## src/discrete_inverse_cdf_sampler_core_macros.svh

```systemverilog
// Assertion macros for the discrete inverse-CDF sampler.
// Expects i_clk and i_rst_n in the scope of each use.
`ifndef DISCRETE_INVERSE_CDF_SAMPLER_CORE_MACROS_SVH
`define DISCRETE_INVERSE_CDF_SAMPLER_CORE_MACROS_SVH

// prop must hold at every clock edge out of reset
`define DICS_ASSERT(label, prop, msg) \
    label: assert property (@(posedge i_clk) disable iff (!i_rst_n) (prop)) else $error(msg);

// cond must never be seen out of reset
`define DICS_NEVER(label, cond, msg) \
    `DICS_ASSERT(label, !(cond), msg)

`endif

```

## src/dics_pkg.sv

```systemverilog
// Shared constants, types and helpers for the discrete inverse-CDF sampler.
// No dependencies; used by every module of the block.
package dics_pkg;

    localparam int MAX_LAYERS    = 64;
    localparam int WEIGHT_BITS   = 16;
    localparam int FRACTION_BITS = 32;

    localparam int ENERGY_W = 16;
    localparam int WEIGHT_W = 16;
    localparam int U_IN_W   = 32;
    localparam int CHOSEN_W = 6;
    localparam int STATUS_W = 3;

    localparam int IDX_W  = (MAX_LAYERS > 1) ? $clog2(MAX_LAYERS) : 1;
    localparam int LC_W   = $clog2(MAX_LAYERS + 1);
    localparam int CUM_W  = WEIGHT_BITS + ((MAX_LAYERS > 1) ? $clog2(MAX_LAYERS) : 0);
    localparam int THR_W  = CUM_W + 1;
    localparam int PROD_W = FRACTION_BITS + CUM_W;

    // cells evaluated per clock in the search chain
    localparam int GRP     = 8;
    localparam int NUM_GRP = (MAX_LAYERS + GRP - 1) / GRP;
    localparam int GCNT_W  = (NUM_GRP > 1) ? $clog2(NUM_GRP) : 1;

    localparam logic [63:0] WMAX_64 = (64'd1 << WEIGHT_BITS) - 64'd1;

    localparam logic [STATUS_W-1:0] ST_SAMPLED     = 3'd0;
    localparam logic [STATUS_W-1:0] ST_ACCEPTED    = 3'd1;
    localparam logic [STATUS_W-1:0] ST_EMPTY       = 3'd2;
    localparam logic [STATUS_W-1:0] ST_ZERO_TOTAL  = 3'd3;
    localparam logic [STATUS_W-1:0] ST_FULL        = 3'd4;
    localparam logic [STATUS_W-1:0] ST_ZERO_ENERGY = 3'd5;

    localparam logic OP_LOAD   = 1'b0;
    localparam logic OP_SAMPLE = 1'b1;

    // search token handed from cell to cell
    typedef struct packed {
        logic                found;
        logic [ENERGY_W-1:0] energy;
        logic [IDX_W-1:0]    idx;
    } t_link;

    typedef struct packed {
        logic mul_en;
        logic thr_en;
    } t_scale_ctl;

    function automatic logic [WEIGHT_BITS-1:0] sat_weight(input logic [WEIGHT_W-1:0] w);
        logic [63:0] w64;
        w64 = 64'(w);
        if (w64 > WMAX_64) begin
            return WEIGHT_BITS'(WMAX_64);
        end
        return WEIGHT_BITS'(w64);
    endfunction

endpackage

```

## src/dics_scale.sv

```systemverilog
// Threshold unit: product u * total, then ceil(product / 2^FRACTION_BITS).
// Depends on dics_pkg.
module dics_scale import dics_pkg::*; (
    input  logic                     i_clk,
    input  t_scale_ctl               i_ctl,
    input  logic [FRACTION_BITS-1:0] i_u,
    input  logic [CUM_W-1:0]         i_total,
    output logic [THR_W-1:0]         o_thr
);

    logic [PROD_W-1:0] r_prod;
    logic [THR_W-1:0]  r_thr;

    // cum * 2^F >= P  <=>  cum >= ceil(P / 2^F)
    always_ff @(posedge i_clk) begin
        if (i_ctl.mul_en) begin
            r_prod <= PROD_W'(i_u) * PROD_W'(i_total);
        end
        if (i_ctl.thr_en) begin
            r_thr <= THR_W'(r_prod[PROD_W-1:FRACTION_BITS])
                   + THR_W'(|r_prod[FRACTION_BITS-1:0]);
        end
    end

    assign o_thr = r_thr;

endmodule

```

## config.mk

```make
export PLATFORM = sky130hd
export DESIGN_NAME = dics_scale
export DESIGN_NICKNAME = d
export VERILOG_FILES = /design/src/discrete_inverse_cdf_sampler_core_macros.svh /design/src/dics_pkg.sv /design/src/dics_scale.sv
export SDC_FILE = /design/constraint.sdc
export NUM_CORES = 2
export LEC_CHECK = 0
export ABC_AREA = 1
export BUFFER_PORTS_ARGS = -buffer_cell sky130_fd_sc_hd__buf_2
export CAP_MARGIN = 5
export CORE_MARGIN = 2
export CORE_UTILIZATION = 30
export DETAILED_ROUTE_END_ITERATION = 12
export GPL_TIMING_DRIVEN = 0
export HOLD_SLACK_MARGIN = 0.12
export PLACE_DENSITY = 0.41
export SLEW_MARGIN = 40
export SYNTH_ARGS = -nofsm -noshare
export SYNTH_HDL_FRONTEND = slang
export SYNTH_SLANG_ARGS = --single-unit
```

## constraint.sdc

```tcl
create_clock -name i_clk -period 7.8 [get_ports i_clk]
set_input_delay 1.56 -clock i_clk [delete_from_list [all_inputs] [get_ports i_clk]]
set_output_delay 1.56 -clock i_clk [all_outputs]
set_load 0.02 [all_outputs]
```

* Word-level counts from Yosys, hierarchy flattened *
Index checks and enable logic that the tools add are counted.

storage, ports and cells
  word-level logic and storage cells = 5
  output and inout port bits = 23
  flip-flop bits (word level) = 77
  input bits = 57

cells by class
  $add $sub $neg = 1
  multipliers = 1
  reductions and logical operators = 1

operator list
  operator          number
  $mul 32x22->54    1
  $reduce_or 32->1  1
  $add 22x1->23     1

* Depth between registers and ports, before layout *
  depth after elaboration = 2
  gate-level depth with buffers = 29

* Least setup slack after synthesis *
No wires, ideal clock.

  path kind = in2reg
  start = input port i_u[26]
  end = register r_prod[39] (data pin)
  required time = 7548 ps
  stages = 24
  setup slack = 830 ps
  buffers on the path = 1
  data arrival time = 6717 ps
  cell sequence = clkbuf_1 -> nand2_1 -> fa_1 -> inv_1 -> fa_1 -> inv_1 -> fa_1 -> inv_1 -> fa_1 -> fa_1 -> fa_1 -> inv_1 -> fa_1 -> inv_1 -> ha_1 -> nand2_1 -> nor2_1 -> inv_1 -> nor2_2 -> inv_1 -> nor4_1 -> nand2_1 -> nand3_1 -> nand2_1

between the ends
  longest elaborated chain between the ends = 1

ends and longest elaborated chain
  item                  line              RTL
  start, declared       dics_scale.sv:6   input logic [FRACTION_BITS-1:0] i_u,
  $mul 32x22->54        dics_scale.sv:17  r_prod <= PROD_W'(i_u) * PROD_W'(i_total);
  end signal, assigned  dics_scale.sv:17
  end, declared         dics_scale.sv:11  logic [PROD_W-1:0] r_prod;

No other way between the ends.
A chain may end at the register's enable or synchronous reset.

* Worst setup path after layout *
  start = input port i_total[7]
  end = register r_prod[38] (data pin)

between the ends
  longest elaborated chain between the ends = 1

ends and longest elaborated chain
  item             line              RTL
  start, declared  dics_scale.sv:7   input logic [CUM_W-1:0] i_total,
  $mul 32x22->54   dics_scale.sv:17

No other way between the ends.

==> results.yml <==
timing:
  fin_tns_setup_ns: 0
  skew_ns: 0.00891
  max_slew_margin_pct: 46.2
  tightestPinTransition_ns: 0.807
  hold_viol_final: 0
  timing.final.crit_share_pct: 98.4
  drv_slew: 0
  rsz0062_at_grt: "yes"
  fmax_ghz: 0.130
  min_period_ns: 7.68
  setup_violations: 0
global_routing:
  grt_pass1_wl_um: 150000
  grt_max_degree: 55
  overflow: 0
  antenna_found_initial: 2
  grt_usage_pct: 22.2
  first_global_vias: 23100
worst_setup_path:
  cp.arrival_ns: 7.77
  worstSetupEndpointType: "flop"
  critPathKind: "input pin to flop"
  cp-start-kind: "input pin"
  crit_path_max_fanout: 10
  cp.required_ns: 7.90
clock_tree:
  hold_buffers: 0
  root_buffer: "clkbuf_16"
  cts_tree: "done"
  cts_max_path_buffers: 2
  cts_made_buffers: 9
  htreeDepth: 3
  cts_sinks: 77
  clk_latency_ns: 0.34
  path_clk_slew_ns: 0.06
floorplanning:
  die-area_um2: 92500
  ioPinCount: 80
  coreArea_um2: 89600
  fp.dieH_um: 304
  rows: 110
  die_w_um: 304
  start_util_pct: 30.2
drt:
  ant_nets: 0
  drt_iter0_drc: 1160
  drc: 0
  routed_wl_um: 99100
  viasPerCell: 4.44
  vias: 21000
  drt_first_pass_iters: 5
  wl_per_cell_um: 20.9
run:
  drv_cap: 0
yosys:
  ys_types: 37
  yosysSeqAreaShare_pct: 8.55
  yosys_register_bits: 77
  synthArstFlopShare_pct: 0
  synth_nets: 4296
  ys_top_cells_by_area: "fa_1, nand2_1, inv_1"
  syn_area_per_cell_um2: 7.79
  synth_edf_count: 77
  yosys_warnings: 0
  syn_area_um2: 27000
  yosys.area.top_type_share_pct: 44.2
  synthCells: 3471
  synth_top_cell_by_area: "fa_1"
  synthFlopType: "edfxtp_1"
cells_and_area:
  fin_cells: 4740
  fill_cells: 9850
  nets: 4384
  drive_gt1_share_pct: 7.49
  multi_input_area_um2: 20300
  seq_area_um2: 2310
  diodes: 0
  utilization_pct: 32.9
  area_growth_pct: 8.93
placed_design:
  io_buffers: 79
  hpwlAfterDp_um: 84200
  place_inst: 4727
  place_congestion: 0.907
hold_path:
  hold_class: "flop to flop"
status:
  status: "finished clean"
registers in the layout (all words and copies together), names as in the netlist:
signal,count
r_prod,54
o_thr,23
cell families (layout without fill, tap and decap cells):
kind of cell | count (synthesis) | in the layout | synth area share, %
and+or+nand+nor | 1328 | 1328 | 19.9
DFF | 77 | 77 | 8.55
adders and majority gates | 768 | 768 | 52.1
xor gates and xnor gates | 53 | 53 | 1.74
AOI/OAI and AO/OA | 53 | 53 | 1.15
buffers and inverters | 1192 | 1285 | 16.6
worst paths after layout:
kind,to,slack [ns],cells past startpoint,from
setup reg to reg,o_thr[18]$_DFFE_PP_,5.05,12,r_prod[1]$_DFFE_PP_
hold reg to reg,o_thr[0]$_DFFE_PP_,0.57,1,r_prod[32]$_DFFE_PP_
hold / removal,o_thr[0]$_DFFE_PP_,0.57,1,r_prod[32]$_DFFE_PP_
setup / recovery,r_prod[38]$_DFFE_PP_,0.12,23,i_total[7]
cell type report:
| type | instances | area share [%] |
|---|---|---|
| Clock inverter | 6 | 0.212 |
| Clock buffer | 10 | 0.778 |
| Tap cell | 1176 | 5.00 |
| Timing Repair Buffer | 80 | 1.39 |
| Sequential cell | 77 | 7.85 |
| Inverter | 1062 | 13.5 |
| Buffer | 127 | 2.41 |
| Multi-Input combinational cell | 2202 | 68.8 |
metal layers:
metal,up-vias,global-route usage [%],wire length (um)
li1,9890,-,-
met1,10600,30.2,44900
met2,417,38.7,48000
met3,81,1.73,3730
met4,0,4.71,2410
met5,-,0,0
what timing repair did:
item	4_1_cts	5_1_grt
setup buffers	0	0
endpoints found under the hold margin	0	0
gates cloned	0	0
gates resized for setup	36	153
endpoints found under the setup margin	26	33
pin swaps	0	0
layout by cell type (no fill, tap or decap), types with 7 or more instances in the layout:
cell and count:
nor2_2 15, nand4_1 14, clkbuf_4 17, xor2_1 41, nor3_2 8, inv_1 1059, nand3b_1 7, ha_1 171
xnor2_1 11, fa_1 597, a21oi_1 34, nor2_1 86, nand3_1 48, clkbuf_1 14, buf_2 89, edfxtp_1 77
nand2_2 16, nand2_1 1098, clkbuf_16 9, nor3_1 8, nor4_1 10, buf_4 14, clkbuf_2 69
cells in the mapped netlist (2+ instances only):
| cell type | n |
|---|---|
| nand2_1 | 1098 |
| inv_1 | 1059 |
| fa_1 | 597 |
| ha_1 | 171 |
| clkbuf_1 | 129 |
| nor2_1 | 87 |
| edfxtp_1 | 77 |
| nand3_1 | 48 |
| xor2_1 | 41 |
| a21oi_1 | 34 |
| nand2_2 | 16 |
| nand4_1 | 14 |
| nor2_2 | 14 |
| xnor2_1 | 11 |
| nor3_1 | 10 |
| nor4_1 | 10 |
| nand3b_1 | 7 |
| nor3_2 | 7 |
| nand3_2 | 6 |
| nor2_4 | 5 |
| o21bai_1 | 5 |
| a21boi_0 | 3 |
| inv_2 | 3 |
| a21o_1 | 2 |
| and2_1 | 2 |
| o21a_1 | 2 |
| o21ai_0 | 2 |
| o21ai_1 | 2 |
stage by stage:
step | area (um2) | setup slack [ns] | hold WS [ns]
2_1_floorplan | 27000 | 0.830 | 0.526
3_3_place_gp | 28900 | -0.847 | 0.577
3_5_place_dp | 29000 | -0.632 | 0.568
4_1_cts | 29300 | 0.0123 | 0.585
5_1_grt | 29400 | -0.0277 | 0.600
6_report | 29400 | 0.125 | 0.573
worst max-delay path, cell delays in order:
cell and delay [ns]:
buf_2 0.18, clkbuf_4 0.34, nand2_1 0.13, fa_1 0.52, fa_1 0.51, fa_1 0.56, inv_1 0.06, fa_1 0.61
fa_1 0.45, fa_1 0.50, inv_1 0.05, fa_1 0.61, inv_1 0.08, ha_1 0.42, nand2_2 0.15, nor2_2 0.17
inv_1 0.09, nor2_4 0.15, nand4_1 0.12, nand3b_1 0.23, nand2_1 0.12, nand3_1 0.09, nand2_1 0.07
Power is left out: the tool's default activity adds up to more than one toggle a clock period on the data nets, which glitch-free logic cannot reach.
