==> config.mk <==
export PLATFORM = sky130hd
export DESIGN_NAME = dics_cell
export DESIGN_NICKNAME = d
export VERILOG_FILES = /design/src/discrete_inverse_cdf_sampler_core_macros.svh /design/src/dics_pkg.sv /design/src/dics_cell.sv
export SDC_FILE = /design/constraint.sdc
export NUM_CORES = 1
export LEC_CHECK = 0
export CAP_MARGIN = 20
export CORE_ASPECT_RATIO = 0.9
export CORE_MARGIN = 2
export CORE_UTILIZATION = 50
export DETAILED_ROUTE_END_ITERATION = 10
export DONT_BUFFER_PORTS = 1
export PLACE_DENSITY = 0.7
export SLEW_MARGIN = 10
export SYNTH_ARGS = -nofsm -noshare
export SYNTH_HDL_FRONTEND = slang
export SYNTH_SLANG_ARGS = --single-unit
==> constraint.sdc <==
create_clock -name i_clk -period 4.1 [get_ports i_clk]
set_input_delay 0.41 -clock i_clk [delete_from_list [all_inputs] [get_ports i_clk]]
set_output_delay 0.41 -clock i_clk [all_outputs]
set_load 0.02 [all_outputs]
==> src/discrete_inverse_cdf_sampler_core_macros.svh <==
// Assertion macros for the discrete inverse-CDF sampler.
// Expects i_clk and i_rst_n in the scope of each use.
`ifndef DISCRETE_INVERSE_CDF_SAMPLER_CORE_MACROS_SVH
`define DISCRETE_INVERSE_CDF_SAMPLER_CORE_MACROS_SVH

// prop must hold at every clock edge out of reset
`define DICS_ASSERT(label, prop, msg) \
    label: assert property (@(posedge i_clk) disable iff (!i_rst_n) (prop)) else $error(msg);

// cond must never be seen out of reset
`define DICS_NEVER(label, cond, msg) \
    `DICS_ASSERT(label, !(cond), msg)

`endif

==> src/dics_pkg.sv <==
// Shared constants, types and helpers for the discrete inverse-CDF sampler.
// No dependencies; used by every module of the block.
package dics_pkg;

    localparam int MAX_LAYERS    = 64;
    localparam int WEIGHT_BITS   = 16;
    localparam int FRACTION_BITS = 32;

    localparam int ENERGY_W = 16;
    localparam int WEIGHT_W = 16;
    localparam int U_IN_W   = 32;
    localparam int CHOSEN_W = 6;
    localparam int STATUS_W = 3;

    localparam int IDX_W  = (MAX_LAYERS > 1) ? $clog2(MAX_LAYERS) : 1;
    localparam int LC_W   = $clog2(MAX_LAYERS + 1);
    localparam int CUM_W  = WEIGHT_BITS + ((MAX_LAYERS > 1) ? $clog2(MAX_LAYERS) : 0);
    localparam int THR_W  = CUM_W + 1;
    localparam int PROD_W = FRACTION_BITS + CUM_W;

    // cells evaluated per clock in the search chain
    localparam int GRP     = 8;
    localparam int NUM_GRP = (MAX_LAYERS + GRP - 1) / GRP;
    localparam int GCNT_W  = (NUM_GRP > 1) ? $clog2(NUM_GRP) : 1;

    localparam logic [63:0] WMAX_64 = (64'd1 << WEIGHT_BITS) - 64'd1;

    localparam logic [STATUS_W-1:0] ST_SAMPLED     = 3'd0;
    localparam logic [STATUS_W-1:0] ST_ACCEPTED    = 3'd1;
    localparam logic [STATUS_W-1:0] ST_EMPTY       = 3'd2;
    localparam logic [STATUS_W-1:0] ST_ZERO_TOTAL  = 3'd3;
    localparam logic [STATUS_W-1:0] ST_FULL        = 3'd4;
    localparam logic [STATUS_W-1:0] ST_ZERO_ENERGY = 3'd5;

    localparam logic OP_LOAD   = 1'b0;
    localparam logic OP_SAMPLE = 1'b1;

    // search token handed from cell to cell
    typedef struct packed {
        logic                found;
        logic [ENERGY_W-1:0] energy;
        logic [IDX_W-1:0]    idx;
    } t_link;

    typedef struct packed {
        logic mul_en;
        logic thr_en;
    } t_scale_ctl;

    function automatic logic [WEIGHT_BITS-1:0] sat_weight(input logic [WEIGHT_W-1:0] w);
        logic [63:0] w64;
        w64 = 64'(w);
        if (w64 > WMAX_64) begin
            return WEIGHT_BITS'(WMAX_64);
        end
        return WEIGHT_BITS'(w64);
    endfunction

endpackage

==> src/dics_cell.sv <==
// One table cell: holds a layer's energy and running weight, and passes the
// search token on, claiming it when it is the first cell to reach the threshold.
// Depends on dics_pkg.
module dics_cell import dics_pkg::*; (
    input  logic                i_clk,
    input  logic                i_wr_en,
    input  logic [ENERGY_W-1:0] i_energy,
    input  logic [CUM_W-1:0]    i_cum,
    input  logic [IDX_W-1:0]    i_index,
    input  logic [LC_W-1:0]     i_count,
    input  logic [THR_W-1:0]    i_thr,
    input  t_link               i_link,
    output t_link               o_link
);

    logic [ENERGY_W-1:0] r_energy;
    logic [CUM_W-1:0]    r_cum;
    logic                hit;

    always_ff @(posedge i_clk) begin
        if (i_wr_en) begin
            r_energy <= i_energy;
            r_cum    <= i_cum;
        end
    end

    assign hit = (LC_W'(i_index) < i_count) && ({1'b0, r_cum} >= i_thr);

    always_comb begin
        o_link = i_link;
        if (!i_link.found && hit) begin
            o_link.found  = 1'b1;
            o_link.energy = r_energy;
            o_link.idx    = i_index;
        end
    end

endmodule

# [Word level (Yosys, flattened, before mapping)]
# Cells that the tools add are included.
[op_classes] eq_ne=0 bitwise=0 n_addsub=0 n_lt_le_gt_ge=2 mux=1 reduce_logical=3 mul=0 n_div=0 n_shift=0
[op_table] cell="$ge A22 B23 Y1" n=1
[op_table] cell="$mux W23" n=1
[op_table] cell="$lt A6 B7 Y1" n=1
[op_table] cell="$logic_and A1 B1 Y1" n=2
[op_table] cell="$logic_not A1 Y1" n=1
[word_totals] in_bits=99 n_memories=0 latch_bits=0 mem_bits_ro=0 mem_bits_rw=0 reg_bits=38

# [Longest topological paths before layout]
# Gate-level depths: netlist of the first run.
[depth] depth_word=4 depth_mapped=9 mapped_depth_nobuf=8

# [Worst setup path before layout of the first run]
# OpenSTA, ideal clock, no wires.
[synth_timing] kind="input -> output" from="input i_thr[20]" to="output o_link[10] (netlist name)" required_ns=3.690 arrival_ns=2.137 stages=8 setup_slack_ns=1.553 cell_sequence="inv_1 ha_1 nand4b_4 or4_4 a21oi_2 o21ai_2 buf_6 mux2_4"
[synth_lines] item="start: declaration" line="dics_cell.sv:11" text="input logic [THR_W-1:0] i_thr,"
[synth_lines] item="end: declaration" line="dics_cell.sv:13" text="output t_link o_link"

==> flow_summary.yaml, run 1 <==
critical_path:
  startpoint_type: "register"
  cpPeakStageDelay_ns: 0.54
  cp.buffers_inverters: 1
  crit_start: "r_cum[20]"
  path_cells: "ha_1 -> nand4b_4 -> or4_4 -> a21oi_2 -> o21ai_2 -> buf_4 -> mux2_1"
  crit_family: "simple AND/OR/NAND/NOR gates"
  cp-end-kind: "primary output"
  cp_max_fo: 22
  worstSetupPathType: "reg -> out"
  critPathArrivalTime_ns: 2.61
  critPathRequiredTime_ns: 3.69
  cp_slowest_cell: "or4_4"
final_layout:
  fillers: 328
  multiInputGateArea_sq_um: 936
  post_route_cells_drive_above_1_share: 0.189
  area_growth_pct: 6.42
  final_common_cell: "edfxtp_1"
  antenna_cells: 0
  seq_area_sq_um: 1140
  mostFrequentLayoutCells: "edfxtp_1 (38), inv_1 (27), ha_1 (27), mux2_4 (20), a21oi_1 (10)"
  fin_area_sq_um: 2340
  fin_nets: 294
cts:
  cts-buffers-inserted: 5
  clock_path_buffers: 2
  cts_tree: "yes"
  ctsRootBufferMaster: "clkbuf_8"
  clkTransAtPathRegs_ns: 0.07
  cts_hold_buf: 0
  cts_post_setup_buffers_inserted: 0
  clock_sinks: 38
  cts.htree.levels: 2
  cts.repair.resized: 0
logic_synthesis:
  yosysSeqAreaShare: 0.518
  async_reset_ff_frac: 0
  postSynthCellCount: 162
  synth_warnings: 0
  synth_flop_cell: "edfxtp_1"
  synth_edf_count: 38
  synth-seq-cells: 38
  synth.distinct_cells: 29
  syn_area_sq_um: 2200
  synth_nets: 288
  synth_area_per_cell_sq_um: 13.6
floorplanning:
  dieArea_sq_um: 4950
  io_pins: 122
  dieHeight_um: 66.9
  coreArea_sq_um: 4160
  start_util: 0.530
  fp.dieW_um: 73.9
  row_count: 22
power:
  p_seq_frac: 0.553
  comb_power_share: 0.165
  peakVddDrop_uv: 206
  p_leak_nw: 1.07
  power_density_nw_per_um2: 364
  p_total_w: 0.000852
  power.switching_w: 0.000211
  power_frac_clock: 0.282
  switching_share: 0.247
  p_int_w: 0.000642
detailed_routing:
  via_per_inst: 5.41
  wl_um: 4040
  drt-initial-drc-count: 26
  route.detailed.drc: 0
  vias: 1240
  final_antenna_net_count: 0
  routedWlPerCell_um: 17.6
  drt_pass1_iterations: 5
placed_design:
  dp_hpwl_um: 3280
  placed_cell_area_sq_um: 2260
  place_congestion: 0.647
  portBuffers: 0
global_routing:
  grt_usage: 0.168
  grt_pass1_vias: 1282
  grt_start_max_net_pins: 39
  antenna_found_initial: 0
  grt_pass1_wl_um: 5930
  overflow: 0
sta:
  hold_viol_final: 0
  setup_tns_ns: 0
  grt_setup_unrepaired: "no"
  whs_ns: 0.214
  setup_viol: 0
  max_freq_mhz: 331
  min_period_ns: 3.02
  min_period_over_period: 0.738
  slew_headroom: 0.673
  worstMarginPinSlew_ns: 0.489
  slew_violations: 0
run_status:
  outcome: "completed"
hold_path:
  hold_path_end: "r_cum[5]"
  hp-start: "i_cum[5]"
  hold_path_depth: 0
  hold_path_class: "in -> reg"
job:
  drv_cap: 0
[through the flow]
step	std cells	utilization	setup slack [ns]
floorplan	162	-	1.55
global placement	221	0.544	1.37
global route	229	0.564	0.995
detailed placement	221	0.544	1.34
CTS	229	0.564	1.06
finish	229	0.564	1.08
[final cells by class]
class,instances,share of cell area
clock buffer,6,0.0310
clock inverter,2,0.00374
timing repair buffer,1,0.00321
tap,60,0.0321
sequential,38,0.487
inverter,27,0.0433
multi-input combinational,95,0.400
[power groups by stage]
stage | clock, W | sequential, W | combinational [W]
finish | 0.000241 | 0.000471 | 0.000141
global route | 0.000266 | 0.000474 | 0.000157
CTS | 0.000249 | 0.000472 | 0.000142
detailed placement | 0 | 0.000480 | 0.000142
global placement | 0 | 0.000478 | 0.000137
floorplan | 0 | 0.000476 | 0.000124
[metal layers]
layer | up-vias | GRT usage | share of wire
met5 | - | 0 | 0
met3 | 9 | 0.0756 | 0.094
met2 | 82 | 0.291 | 0.50
li1 | 597 | - | -
met1 | 552 | 0.176 | 0.38
met4 | 0 | 0.0705 | 0.022
[sequential cells by signal, indices dropped and copies added, names as in the netlist]
name	count
r_cum	22
r_energy	16
[cell usage after synthesis, drive strengths merged, types with 2 or more instances]
cell | instances | area (sq um)
mux2 | 22 | 323
nor2 | 5 | 18.8
a21o | 2 | 15.0
edfxtp | 38 | 1140
nand3 | 3 | 15.0
ha | 27 | 338
inv | 27 | 101
buf | 2 | 22.5
o21ai | 5 | 28.8
nand2 | 6 | 22.5
nand4b | 2 | 32.5
a21oi | 11 | 58.8
a211oi | 2 | 15.0
[kinds of logic (layout without fill, tap and decap cells)]
family / after synthesis / after routing / synth area share
adders and majority gates: 27 / 27 / 0.153
buffers and inverters: 29 / 36 / 0.0563
DFF: 38 / 38 / 0.518
muxes: 22 / 22 / 0.147
AOI/OAI and AO/OA: 24 / 24 / 0.0659
and+or+nand+nor: 22 / 22 / 0.0591
[worst max path at each step]
stage	endpoint	cells after the start
floorplan	o_link[10]	8
global placement	o_link[1]	8
detailed placement	o_link[1]	8
CTS	o_link[1]	7
global route	o_link[1]	7
finish	o_link[1]	7
No activity file was read; power rests on OpenSTA's default activity.
==> run 2, diff against run 1 <==
Settings changed: ABC_AREA set to 1, PLACE_DENSITY 0.7 to 0.73.
Clock period 4.1 ns to 2.4 ns, I/O delays scaled along.
==> run 2 against run 1 <==
Synthesized cell count is 58% higher. Via count is 42% higher. Worst setup slack worse by 1.0 ns. Clock-buffer cell count is 1 lower. Combinational power grew to 2.8 times the previous value. Hold slack got worse by 0.17 ns. Sequential power grew 72%. Total power is 100% higher. Utilization up 6.8 points. Global-route usage fell by 1.4 points. Non-clock buffer count increased by 6. Largest power group unchanged. Highest routed layer unchanged.
==> flow_summary.yaml, run 2 <==
run_status:
  outcome: "completed"
hold_path:
  hold_path_class: "in -> reg"
  hold_path_depth: 0
sta:
  min_period_ns: 2.37
  hold_viol_final: 0
  grt_setup_unrepaired: "yes"
  slew_violations: 0
  max_freq_mhz: 421
  min_period_over_period: 0.989
  setup_viol: 0
  worstMarginPinSlew_ns: 0.562
  slew_headroom: 0.625
critical_path:
  cp-end-kind: "primary output"
  critPathRequiredTime_ns: 2.16
  critPathArrivalTime_ns: 2.13
  startpoint_type: "register"
  cp.buffers_inverters: 1
  path_cells: "ha_4 -> nand2_4 -> nor2_4 -> nand4_1 -> nor2_2 -> nand2_2 -> nand3_4 -> clkbuf_16 -> nand4_1 -> nand2_2"
  worstSetupPathType: "reg -> out"
  critical_path_depth: 10
  cp_max_fo: 11
  crit_family: "simple AND/OR/NAND/NOR gates"
  cpPeakStageDelay_ns: 0.42
  cp_slowest_cell: "edfxtp_1"
detailed_routing:
  wl_um: 5020
  final_antenna_net_count: 0
  drt_pass1_iterations: 5
  drt-initial-drc-count: 89
  via_per_inst: 5.38
  route.detailed.drc: 0
  vias: 1759
  routedWlPerCell_um: 15.4
power:
  power_density_nw_per_um2: 611
  p_leak_nw: 1.28
  peakVddDrop_uv: 408
  p_total_w: 0.00173
cts:
  cts_hold_buf: 0
  ctsRootBufferMaster: "clkbuf_8"
  cts_tree: "yes"
  cts.htree.levels: 2
  clock_path_buffers: 2
  cts-buffers-inserted: 5
  clock_sinks: 38
  clkTransAtPathRegs_ns: 0.08
logic_synthesis:
  yosys.area.top_type: "edfxtp_1"
  yosysSeqAreaShare: 0.488
  async_reset_ff_frac: 0
  postSynthCellCount: 256
  synth_nets: 382
  syn_area_sq_um: 2340
  synth_flop_cell: "edfxtp_1"
  synth_area_per_cell_sq_um: 9.13
  synth_edf_count: 38
  synthTopCellsByArea: "edfxtp_1 (49%), ha_1 (14%), nand2_1 (13%)"
  synth-seq-cells: 38
  synth.distinct_cells: 21
  synth_most_common_cell: "nand2_1"
  synth_warnings: 0
  synth_commonest_cells: "nand2_1 (84), inv_1 (41), edfxtp_1 (38)"
  yosys.area.top_type_share: 0.488
floorplanning:
  io_pins: 122
  dieHeight_um: 68.9
  dieArea_sq_um: 5240
  fp.dieW_um: 76.1
  start_util: 0.521
  coreArea_sq_um: 4490
  row_count: 23
final_layout:
  largest_reg_flops: 22
  fin_nets: 390
  largest-register: "r_cum"
  area_growth_pct: 21.2
  fin_area_sq_um: 2830
  final_common_cell: "nand2_1"
  utilization: 0.631
  post_route_cells_drive_above_1_share: 0.249
  antenna_cells: 0
  largestRegisters: "r_cum x22, r_energy x16"
  mostFrequentLayoutCells: "nand2_1 (56), inv_1 (40), edfxtp_1 (38), nand2_2 (25), nand4_1 (24)"
global_routing:
  overflow: 0
  grt_start_max_net_pins: 39
  grt_pass1_vias: 1390
  grt_usage: 0.154
  antenna_found_initial: 0
  grt_pass1_wl_um: 6170
placed_design:
  placed_cell_area_sq_um: 2390
  place_congestion: 0.837
  dp_hpwl_um: 3410
  portBuffers: 0
job:
  drv_cap: 0
==> run 2: changes by cell type after synthesis, moves of 9 or more <==
cell | before | now
nand2_1 | 6 | 84
mux2_4 | 20 | 0
inv_1 | 27 | 41
nor2_1 | 5 | 14
nand4_1 | 1 | 24
==> run 2: final cells by class <==
| type | count | area, sq um |
|---|---|---|
| clock buffers | 5 | 68.8 |
| clock inverters | 3 | 45.0 |
| fillers | 381 | 1660 |
| inverters | 42 | 158 |
| multi-input cells | 170 | 1240 |
| flip-flops and latches | 38 | 1140 |
| well taps | 62 | 77.6 |
| repair buffers | 7 | 100 |
==> run 2: layer usage <==
| metal | wire (um) | vias up | share of wire | track usage |
|---|---|---|---|---|
| li1 | - | 875 | - | - |
| met1 | 2230 | 796 | 0.44 | 0.193 |
| met2 | 2370 | 79 | 0.47 | 0.246 |
| met3 | 314 | 9 | 0.063 | 0.0560 |
| met4 | 101 | 0 | 0.020 | 0.0659 |
| met5 | 0 | - | 0 | 0 |
==> run 2: logic make-up after synthesis <==
logic type	Yosys count	share of synthesized area
fa+ha+maj	27	0.144
compound gates	14	0.0364
simple gates	127	0.240
flops	38	0.488
buf+inv	50	0.0910
==> run 2: final timing paths <==
check / start / end
hold / removal: i_cum[16] / r_cum[16]
setup / recovery: r_cum[12] / o_link[16]
==> run 2: power by group <==
group / total, W / internal [W] / switching [W]
logic: 0.000392 / 0.000151 / 0.000241
registers: 0.000808 / 0.000789 / 0.0000191
clock network: 0.000530 / 0.000309 / 0.000221
total: 0.00173 / 0.00125 / 0.000481
==> run 2: metrics by stage <==
stage / setup TNS [ns] / instances / hold WS, ns / setup WS, ns
floorplan: 0 / 256 / 0.339 / 0.544
global placement: 0 / 314 / 0.339 / 0.306
detailed placement: 0 / 314 / 0.339 / 0.265
CTS: 0 / 322 / 0.0353 / 0.00356
global route: -1.46 / 327 / 0.0243 / -0.0911
finish: 0 / 327 / 0.0418 / 0.0265
==> run 2: timing repair <==
action,in CTS,in global routing
resized for setup,2,53
cloned,0,4
endpoints found under the setup margin,22,23
setup buffers,0,1
pin swaps,0,19
